File: src/rtl/shp_pkg.sv
// ----------------------------------------------------------------------------
// Half-step positioner package
// Shared types, operation codes and constants for the half-step stepper
// positioner.
// ----------------------------------------------------------------------------
package shp_pkg;

	// Operation codes carried in the opcode field of a request.
	localparam logic [2:0] OP_TICK       = 3'd0;
	localparam logic [2:0] OP_SET_SPEED  = 3'd1;
	localparam logic [2:0] OP_ADD_SPEED  = 3'd2;
	localparam logic [2:0] OP_SUB_SPEED  = 3'd3;
	localparam logic [2:0] OP_SET_TARGET = 3'd4;
	localparam logic [2:0] OP_ADD_TARGET = 3'd5;
	localparam logic [2:0] OP_SUB_TARGET = 3'd6;

	// Configuration register indexes.
	localparam logic CFG_MAX_SPEED  = 1'b0;
	localparam logic CFG_MAX_TARGET = 1'b1;

	// Delay that corresponds to standstill; speed is this minus the step delay.
	localparam logic [12:0] FULL_DELAY       = 13'd5500;
	localparam logic [12:0] RESET_DELAY      = 13'd3000;
	localparam logic [12:0] RESET_MAX_SPEED  = 13'd3500;
	localparam logic [15:0] RESET_MAX_TARGET = 16'd1400;
	localparam logic [3:0]  COILS_OFF        = 4'h0;

	// One request: an operation and its amount.
	typedef struct packed {
		logic [2:0]  opcode;
		logic [15:0] operand;
	} shp_in_t;

	// One result: the state after the request plus per-request flags.
	typedef struct packed {
		logic [3:0]  coil_pattern;
		logic        motor_on;
		logic [15:0] position_now;
		logic [15:0] position_goal;
		logic [12:0] speed_now;
		logic        clamped;
		logic        arrived;
	} shp_out_t;

	// Architectural state of the positioner.
	typedef struct packed {
		logic [2:0]  phase_index;
		logic [15:0] position;
		logic [15:0] target;
		logic [12:0] step_delay;
		logic [12:0] delay_counter;
		logic [3:0]  coil;
		logic        motor_active;
	} shp_state_t;

	localparam shp_state_t STATE_RESET = '{
		phase_index:   3'd0,
		position:      16'd0,
		target:        16'd0,
		step_delay:    RESET_DELAY,
		delay_counter: 13'd0,
		coil:          COILS_OFF,
		motor_active:  1'b0
	};

	// Half-step coil sequence, A in bit 0 through D in bit 3.
	function automatic logic [3:0] half_step_coils(input logic [2:0] phase);
		logic [3:0] coils;
		case (phase)
			3'd0:    coils = 4'h1;
			3'd1:    coils = 4'h3;
			3'd2:    coils = 4'h2;
			3'd3:    coils = 4'h6;
			3'd4:    coils = 4'h4;
			3'd5:    coils = 4'hC;
			3'd6:    coils = 4'h8;
			default: coils = 4'h9;
		endcase
		return coils;
	endfunction

endpackage

File: src/rtl/shp_next.sv
// ----------------------------------------------------------------------------
// Half-step positioner update logic
// Computes the next state and the result of one request from the current
// state and the limit registers.
// ----------------------------------------------------------------------------
module shp_next (
	input  shp_pkg::shp_state_t state,
	input  logic [12:0]         max_speed,
	input  logic [15:0]         max_target,
	input  shp_pkg::shp_in_t    cmd,
	output shp_pkg::shp_state_t state_next,
	output shp_pkg::shp_out_t   rsp
);
	import shp_pkg::*;

	logic [12:0] speed_lim;
	logic [12:0] speed_cur;
	logic [16:0] speed_want;
	logic        speed_clip;
	logic [12:0] speed_new;
	logic [16:0] target_want;
	logic        target_clip;
	logic [15:0] target_new;
	logic [2:0]  phase_up;
	logic [2:0]  phase_dn;

	// Effective speed limit and the current speed.
	assign speed_lim = (max_speed > FULL_DELAY) ? FULL_DELAY : max_speed;
	assign speed_cur = FULL_DELAY - state.step_delay;

	// Requested speed before saturation.
	always_comb begin
		case (cmd.opcode)
			OP_ADD_SPEED: speed_want = {4'd0, speed_cur} + {1'b0, cmd.operand};
			OP_SUB_SPEED: speed_want = {4'd0, speed_cur} - {1'b0, cmd.operand};
			default:      speed_want = {1'b0, cmd.operand};
		endcase
	end

	assign speed_clip = speed_want > {4'd0, speed_lim};
	assign speed_new  = speed_clip ? speed_lim : speed_want[12:0];

	// Requested target before clamping.
	always_comb begin
		case (cmd.opcode)
			OP_ADD_TARGET: target_want = {1'b0, state.target} + {1'b0, cmd.operand};
			OP_SUB_TARGET: target_want = {1'b0, state.target} - {1'b0, cmd.operand};
			default:       target_want = {1'b0, cmd.operand};
		endcase
	end

	assign target_clip = target_want > {1'b0, max_target};
	assign target_new  = target_clip ? max_target : target_want[15:0];

	assign phase_up = state.phase_index + 3'd1;
	assign phase_dn = state.phase_index - 3'd1;

	// Apply the operation to the state and build the result.
	always_comb begin
		state_next  = state;
		rsp.clamped = 1'b0;
		rsp.arrived = 1'b0;
		case (cmd.opcode)
			OP_TICK: begin
				if (state.delay_counter != 13'd0) begin
					state_next.delay_counter = state.delay_counter - 13'd1;
				end else begin
					state_next.delay_counter = state.step_delay;
					if (state.target == state.position) begin
						state_next.coil         = COILS_OFF;
						state_next.motor_active = 1'b0;
						rsp.arrived             = 1'b1;
					end else if (state.target < state.position) begin
						state_next.phase_index = phase_dn;
						state_next.position    = state.position - 16'd1;
						state_next.coil        = half_step_coils(phase_dn);
					end else begin
						state_next.phase_index = phase_up;
						state_next.position    = state.position + 16'd1;
						state_next.coil        = half_step_coils(phase_up);
					end
				end
			end
			OP_SET_SPEED, OP_ADD_SPEED: begin
				state_next.step_delay = FULL_DELAY - speed_new;
				rsp.clamped           = speed_clip;
			end
			OP_SUB_SPEED: begin
				// Taking more than the current speed stops at zero speed.
				if ({3'd0, speed_cur} < cmd.operand) begin
					state_next.step_delay = FULL_DELAY;
					rsp.clamped           = 1'b1;
				end else begin
					state_next.step_delay = FULL_DELAY - speed_new;
					rsp.clamped           = speed_clip;
				end
			end
			OP_SET_TARGET, OP_ADD_TARGET: begin
				state_next.target       = target_new;
				state_next.motor_active = 1'b1;
				rsp.clamped             = target_clip;
			end
			OP_SUB_TARGET: begin
				// Taking more than the current target stops at position zero.
				state_next.motor_active = 1'b1;
				if (state.target < cmd.operand) begin
					state_next.target = 16'd0;
					rsp.clamped       = 1'b1;
				end else begin
					state_next.target = target_new;
					rsp.clamped       = target_clip;
				end
			end
			default: begin
				state_next = state;
			end
		endcase

		rsp.coil_pattern  = state_next.coil;
		rsp.motor_on      = state_next.motor_active;
		rsp.position_now  = state_next.position;
		rsp.position_goal = state_next.target;
		rsp.speed_now     = FULL_DELAY - state_next.step_delay;
	end

endmodule

File: src/rtl/stepper_halfstep_positioner.sv
// ----------------------------------------------------------------------------
// Half-step stepper positioner
// Steps an eight-phase half-step coil sequence toward a target position at a
// programmable rate, with saturating speed and target operations.
// ----------------------------------------------------------------------------
//
//  Channel | Direction | Handshake            | Payload
//  --------+-----------+----------------------+---------------------------
//  cmd     | in        | cmd_valid, cmd_stall | shp_in_t  opcode, operand
//  rsp     | out       | rsp_valid, rsp_stall | shp_out_t coils, position...
//  cfg     | in        | cfg_valid, cfg_ready | cfg_index, cfg_data
//
// A request is registered in the request stage on acceptance and its result
// is loaded into the result register; one request per cycle unless stalled.
// The update of the positioner state happens in the same cycle the result is
// loaded, so back-to-back requests always see the state of their predecessor.
// A stalled result holds the request stage, which then raises cmd_stall.
// Reset is asynchronous and active low; it loads the power-on state and the
// default limits (max speed 3500, max target 1400). Configuration is always
// ready.
// ----------------------------------------------------------------------------
module stepper_halfstep_positioner (
	input  logic              clk,
	input  logic              arst_n,
	input  logic              cmd_valid,
	output logic              cmd_stall,
	input  shp_pkg::shp_in_t  cmd,
	output logic              rsp_valid,
	input  logic              rsp_stall,
	output shp_pkg::shp_out_t rsp,
	input  logic              cfg_valid,
	output logic              cfg_ready,
	input  logic              cfg_index,
	input  logic [15:0]       cfg_data
);
	import shp_pkg::*;

	shp_in_t    cmd_s1;
	logic       valid_s1;
	shp_state_t state_q;
	shp_state_t state_next;
	shp_out_t   rsp_next;
	shp_out_t   rsp_q;
	logic       rsp_valid_q;
	logic [12:0] max_speed_q;
	logic [15:0] max_target_q;
	logic       advance;

	// The request stage moves on whenever the result register is empty or not stalled.
	assign advance   = !rsp_valid_q || !rsp_stall;
	assign cmd_stall = valid_s1 && !advance;
	assign cfg_ready = 1'b1;

	// Request stage.
	always_ff @(posedge clk or negedge arst_n) begin
		if (!arst_n) begin
			valid_s1 <= 1'b0;
		end else if (!cmd_stall) begin
			valid_s1 <= cmd_valid;
		end
	end

	always_ff @(posedge clk) begin
		if (cmd_valid && !cmd_stall) begin
			cmd_s1 <= cmd;
		end
	end

	// Limit registers.
	always_ff @(posedge clk or negedge arst_n) begin
		if (!arst_n) begin
			max_speed_q  <= RESET_MAX_SPEED;
			max_target_q <= RESET_MAX_TARGET;
		end else if (cfg_valid && cfg_ready) begin
			unique case (cfg_index)
				CFG_MAX_SPEED:  max_speed_q  <= cfg_data[12:0];
				CFG_MAX_TARGET: max_target_q <= cfg_data;
				default:        max_target_q <= max_target_q;
			endcase
		end
	end

	shp_next u_next (
		.state      (state_q),
		.max_speed  (max_speed_q),
		.max_target (max_target_q),
		.cmd        (cmd_s1),
		.state_next (state_next),
		.rsp        (rsp_next)
	);

	// State and result commit together.
	always_ff @(posedge clk or negedge arst_n) begin
		if (!arst_n) begin
			state_q     <= STATE_RESET;
			rsp_valid_q <= 1'b0;
		end else if (advance) begin
			rsp_valid_q <= valid_s1;
			if (valid_s1) begin
				state_q <= state_next;
			end
		end
	end

	always_ff @(posedge clk) begin
		if (advance && valid_s1) begin
			rsp_q <= rsp_next;
		end
	end

	assign rsp_valid = rsp_valid_q;
	assign rsp       = rsp_q;

endmodule
File: config.mk
export PLATFORM = sky130hd
export DESIGN_NAME = stepper_halfstep_positioner
export DESIGN_NICKNAME = d
export VERILOG_FILES = /design/src/rtl/shp_pkg.sv /design/src/rtl/shp_next.sv /design/src/rtl/stepper_halfstep_positioner.sv
export SDC_FILE = /design/constraint.sdc
export NUM_CORES = 1
export LEC_CHECK = 0
export BUFFER_PORTS_ARGS = -buffer_cell sky130_fd_sc_hd__buf_2
export CORE_AREA = 2 2 150 152
export DETAILED_ROUTE_END_ITERATION = 8
export DIE_AREA = 0 0 152 154
export HOLD_SLACK_MARGIN = 0.05
export PLACE_DENSITY = 0.81
export SYNTH_ARGS = -nofsm -noshare
export SYNTH_HDL_FRONTEND = slang
export SYNTH_SLANG_ARGS = --single-unit
File: constraint.sdc
create_clock -name clk -period 8.4 [get_ports clk]
set_clock_uncertainty 0.1 [all_clocks]
set_input_delay 0 -clock clk [delete_from_list [all_inputs] [get_ports clk]]
set_output_delay 0 -clock clk [all_outputs]
set_load 0.05 [all_outputs]
==> out/metrics.yaml, run 1 <==
status: "complete, no violations"
clkPwrFrac_pct: 17.3
use_met2_pct: 57.8
synth_area_um2: 13300
grt_overflow: 0
post-route-util_pct: 69.9
drc: 0
swShare_pct: 47.7
start_util_pct: 61.2
comb_power_share_pct: 57.0
io_pins: 96
design_area_um2: 15200
insertion_delay_ps: 450
crit_path_end_kind: "register"
crit_type: "reg2reg"
cts-root-buf: "clkbuf_16"
worstSetupStartpoint: "state_q[19]"
dp_slack_ps: 259
dr.pass1.iters: 5
leakagePower_nw: 6.68
path_clk_slew_ps: 70
dpl_cell_area_um2: 14000
via_per_inst: 6.50
hold_violations: 0
postSynthAreaPerCell_um2: 8.96
grt_pass1_vias: 12021
p_int_mw: 2.56
slowest_delay_ps: 450
die_x_um: 152
grt_use_total_pct: 35.0
cts_tree: "built"
routedWlPerCell_um: 21.7
io_buffer_count: 94
clock_path_buffers: 2
max_slew.worst_pin.slew_ps: 1220
synth.top_cell.area_share_pct: 16.1
grt_pass1_wl_um: 65100
rows: 54
required_ps: 8470
synth_top_area_cell: "edfxtp_1"
synthDistinctLibCells: 98
ys_warn_count: 0
fmaxAchievable_ghz: 0.124
met1_usage_pct: 45.4
async_flop_share_pct: 57.7
antenna_left: 0
ir_worst_vdd_uv: 180
die-area_um2: 23400
finalWirelength_um: 41100
post-place-cells: 1820
place.gp.congestion: 0.972
cts_buffers: 17
area_delta_synth_final_pct: 14.1
crit_arrival_ps: 8140
power_density_nw_per_um2: 324
tns_ps: 0
groute.layer.met3.usage_pct: 6.03
grt_max_degree: 53
fin_crit_sh_pct: 96.0
slew_viol_final: 0
critPathLaunchType: "register"
grt_antenna_before_repair: 0
reg2reg_depth: 33
whs_ps: 73.8
ys_ff_latch: 168
cpMostUsedCell: "a21oi_1"
reg2reg_from: "state_q[19]"
dp_hpwl_um: 29700
hold_path.class: "in2reg"
r2r_slack_ps: 330
power_mw: 4.90
seq_power_share_pct: 25.7
vias: 12330
path_max_fanout: 9
layout.nets: 1779
crit_path_end: "rsp[13]"
setup_ws_ps: 333
clock-sinks: 168
final_common_cell: "nand2_1"
synthFlopType: "dfrtp_1"
cap_violations: 0
yosysSeqAreaShare_pct: 34.5
diodes: 0
ctsHtreeMaxLevel: 4
synth_nets: 1658
drive_above_1_share_pct: 15.6
r2r-end: "rsp[13]"
stdcell_count: 1897
fin_crit_ps: 8070
die_h_um: 154
maxSlewHeadroom_pct: 18.4
ys_top_cells_by_area: "edfxtp_1 (16%), dfrtp_1 (15%), ha_1 (12%), o21ai_0 (5.5%), nand2_1 (5.3%)"
p_sw_mw: 2.34
slowest_stage: "dfrtp_1"
fillers: 1668
layout_common_cells: "nand2_1 (186), o21ai_0 (145), ha_1 (127)"
setup_viol: 0
synth_edf_count: 71
core_um2: 21700
grt_busiest_layer: "met2"
drtIter0Drc: 1072
synthCells: 1483
[cell usage after synthesis (all sizes together) (13+ instances only)]
library cell / instances
a21o: 19
a21oi: 89
a221o: 13
a22o: 14
a31oi: 14
buf: 14
clkbuf: 45
dfrtp: 77
dfstp: 20
edfxtp: 71
ha: 129
inv: 99
mux2: 33
mux2i: 22
nand2: 186
nand2b: 27
nand3: 25
nor2: 90
nor2b: 22
nor3: 26
o211ai: 16
o21a: 15
o21ai: 148
o21bai: 13
o221ai: 14
o31ai: 15
xnor2: 33
xor2: 28
[power by group through the flow]
stage	Clock, mW	Sequential [mW]	Combinational (mW)
global placement	0	1.26	2.60
detailed placement	0	1.26	2.65
CTS	0.844	1.25	2.71
global route	0.880	1.27	3.05
finish	0.846	1.26	2.80
floorplan	0	1.36	1.88
[worst min path at each step]
stage	startpoint	to	slack, ps	depth (start not counted)
3_5_place_dp	arst_n	state_q[56]	-60	1
4_1_cts	cfg_valid	max_speed_q[12]	70	5
6_report	cfg_valid	max_speed_q[12]	70	4
5_1_grt	arst_n	max_speed_q[8]	100	2
3_3_place_gp	arst_n	state_q[56]	-60	1
2_1_floorplan	arst_n	max_speed_q[0]	-400	0
[cells by family (layout without fill, tap and decap cells)]
family,count (synthesis),in the layout,synth area share [%]
fa+ha+maj,134,134,12.9
buf+inv,159,293,4.72
xor+xnor,61,61,4.02
mux,55,55,4.48
other cells,1,1,0.0282
flops,168,168,34.5
simple gates,442,442,15.5
compound gates,463,463,23.8
[state kept, by name, indices dropped and copies added (netlist names)]
name	count
state_q	66
rsp	52
cmd_s1	19
max_target_q	16
max_speed_q	13
rsp_valid	1
valid_s1	1
[routing by layer]
metal,wire [um],up-vias
met2,19400,622
met1,16500,5941
met5,0,-
met3,3280,131
met4,1860,0
li1,-,5636
[cell type report]
cell class / count / area (um2) / share of cell area, %
Tap cell: 280 / 350 / 2.31
Clock buffer: 19 / 453 / 2.99
Inverter: 100 / 375 / 2.48
Multi-Input combinational cell: 1156 / 8130 / 53.6
Sequential cell: 168 / 4580 / 30.2
Timing Repair Buffer: 161 / 1090 / 7.22
Clock inverter: 13 / 171 / 1.13
[worst max-delay path: cells and delay by family (launching register included)]
family,cells,cell delay (ps)
compound gates,18,3780
xor+xnor,2,380
fa+ha+maj,4,1240
buf+inv,1,90
flops,1,450
mux,1,290
simple gates,7,1450
[repair_timing]
| item | in CTS | in global routing |
|---|---|---|
| setup buffers | 0 | 2 |
| gates resized for setup | 0 | 9 |
| hold buffers | 43 | 0 |
| endpoints found under the hold margin | 95 | 0 |
| setup endpoints to repair | 0 | 7 |
No activity file was read; power rests on OpenSTA's default activity.
==> run 2, diff against run 1 <==
--- a/config.mk
+++ b/config.mk
@@ -5,10 +5,11 @@
 export SDC_FILE = /design/constraint.sdc
 export NUM_CORES = 1
 export LEC_CHECK = 0
-export BUFFER_PORTS_ARGS = -buffer_cell sky130_fd_sc_hd__buf_2
-export CORE_AREA = 2 2 150 152
+export CORE_AREA = 2 2 146 148
+export CTS_BUF_LIST = sky130_fd_sc_hd__clkbuf_8
 export DETAILED_ROUTE_END_ITERATION = 8
-export DIE_AREA = 0 0 152 154
+export DIE_AREA = 0 0 148 150
+export DONT_BUFFER_PORTS = 1
 export HOLD_SLACK_MARGIN = 0.05
 export PLACE_DENSITY = 0.81
 export SYNTH_ARGS = -nofsm -noshare
==> run 2 against run 1 <==
  * Count of clock-buffer cells in the layout is 2 lower
  * First-iteration DRC count grew 14%
  * Sequential cell count unchanged
  * Hold slack improved by 15 ps
  * Critical endpoint unchanged
==> out/metrics.yaml, run 2 (synthesis results as in run 1) <==
clock-sinks: 168
routedWlPerCell_um: 21.7
cts_buffers: 17
slowest_delay_ps: 610
regMostFlops: "state_q"
status: "complete, no violations"
fmaxAchievable_ghz: 0.127
cts-root-buf: "clkbuf_8"
required_ps: 8520
setup_viol: 0
io_pins: 96
crit_buf_inv: 2
grt_overflow: 0
via_per_inst: 6.54
max_slew.worst_pin.slew_ps: 1150
core_um2: 20700
hold_path.class: "in2async"
maxSlewHeadroom_pct: 23.6
rows: 53
grt_pass1_vias: 11331
insertion_delay_ps: 490
leakagePower_nw: 6.30
regArea_um2: 4590
multi_input_area_um2: 8130
fillers: 1573
crit_family: "compound AO/OA/AOI/OAI gates"
drc: 0
start_util_pct: 64.2
cts_tree: "built"
final_common_cell: "nand2_1"
place.gp.congestion: 0.986
grt_use_total_pct: 35.7
ctsHtreeMaxLevel: 4
cap_violations: 0
area_delta_synth_final_pct: 10.8
die-area_um2: 22200
drtIter0Drc: 1222
crit_type: "reg2reg"
path_max_fanout: 7
power_density_nw_per_um2: 313
die_h_um: 150
grt_max_degree: 78
antenna_left: 0
fin_crit_ps: 7840
grt_pass1_wl_um: 61400
dr.pass1.iters: 5
clock_path_buffers: 2
layout_common_cells: "nand2_1 (185), o21ai_0 (145), ha_1 (127)"
io_buffer_count: 0
tns_ps: 0
power_mw: 4.61
slowest_stage: "dfstp_2"
crit_arrival_ps: 7960
die_x_um: 148
finalWirelength_um: 39600
layout.nets: 1706
grt_antenna_before_repair: 2
critPathLaunchType: "register"
crit_path_end_kind: "register"
largest_reg_flops: 66
drive_above_1_share_pct: 10.3
path_clk_slew_ps: 110
hold_violations: 0
vias: 11913
slew_viol_final: 0
ir_worst_vdd_uv: 267
fin_crit_sh_pct: 93.4
dp_hpwl_um: 28500
rsz0062_at_grt: "false"
==> run 2: cell types whose count changed in the layout (fill, tap and decap cells not counted), moves of 3 or more <==
cell and delta:
dlygate4sd3_1 +22, clkbuf_8 +15, clkbuf_16 -17, buf_2 -93, buf_4 -3, clkinv_4 +3
==> run 2: worst reg2reg max path, delay by kind of cell, from the launching register on <==
| family | cells | cell delay [ps] |
|---|---|---|
| simple gates | 11 | 1890 |
| flops | 1 | 610 |
| compound gates | 16 | 3400 |
| buf+inv | 2 | 240 |
| mux | 1 | 170 |
| fa+ha+maj | 3 | 900 |
| xor+xnor | 2 | 300 |
==> run 2: final timing paths <==
path / start / endpoint / slack, ps / cells after the start
min in group clk: cmd[2] / cmd_s1[2] / 90 / 1
setup / recovery: state_q[22] / rsp[13] / 560 / 35
setup reg to reg: state_q[22] / rsp[13] / 560 / 35
max in group asynchronous: arst_n / state_q[18] / 7660 / 3
hold reg to reg: state_q[2] / state_q[2] / 380 / 2
hold / removal: arst_n / max_speed_q[10] / 90 / 2
==> run 2: metrics by stage <==
step	setup WS (ps)	cells	utilization, %	instance area (um2)	hold WS (ps)
after global placement	479	1719	65.4	13500	-393
after floorplan	1180	1483	-	13300	-396
final	556	1821	71.1	14700	88.6
after detailed placement	333	1719	65.4	13500	-393
after CTS	311	1815	70.7	14600	57.4
after global routing	19.5	1821	71.1	14700	70.5
==> run 2: what timing repair did <==
item | CTS | global route
setup buffers | 0 | 2
hold buffers | 64 | 2
hold endpoints to repair | 163 | 2
setup endpoints to repair | 0 | 8
resized for setup | 0 | 11
==> run 2: power by group <==
part | switching [mW] | internal (mW)
combinational | 1.52 | 1.03
sequential | 0.394 | 1.06
clock | 0.357 | 0.252
total | 2.27 | 2.35
==> run 2: metal layers <==
metal	track usage, %	up-vias	routed length, um
met2	58.1	605	18600
met5	0	-	0
met4	16.0	0	1830
met1	46.3	5658	16000
li1	-	5515	-
met3	7.04	135	3210
==> run 2: cell type report <==
| type | count | area share (%) |
|---|---|---|
| tap | 275 | 2.34 |
| inverter | 100 | 2.55 |
| clock inverter | 15 | 1.22 |
| multi-input combinational | 1156 | 55.2 |
| clock buffer | 17 | 1.59 |
| timing repair buffer | 88 | 5.85 |
| sequential | 168 | 31.2 |
| antenna | 2 | 0.0340 |
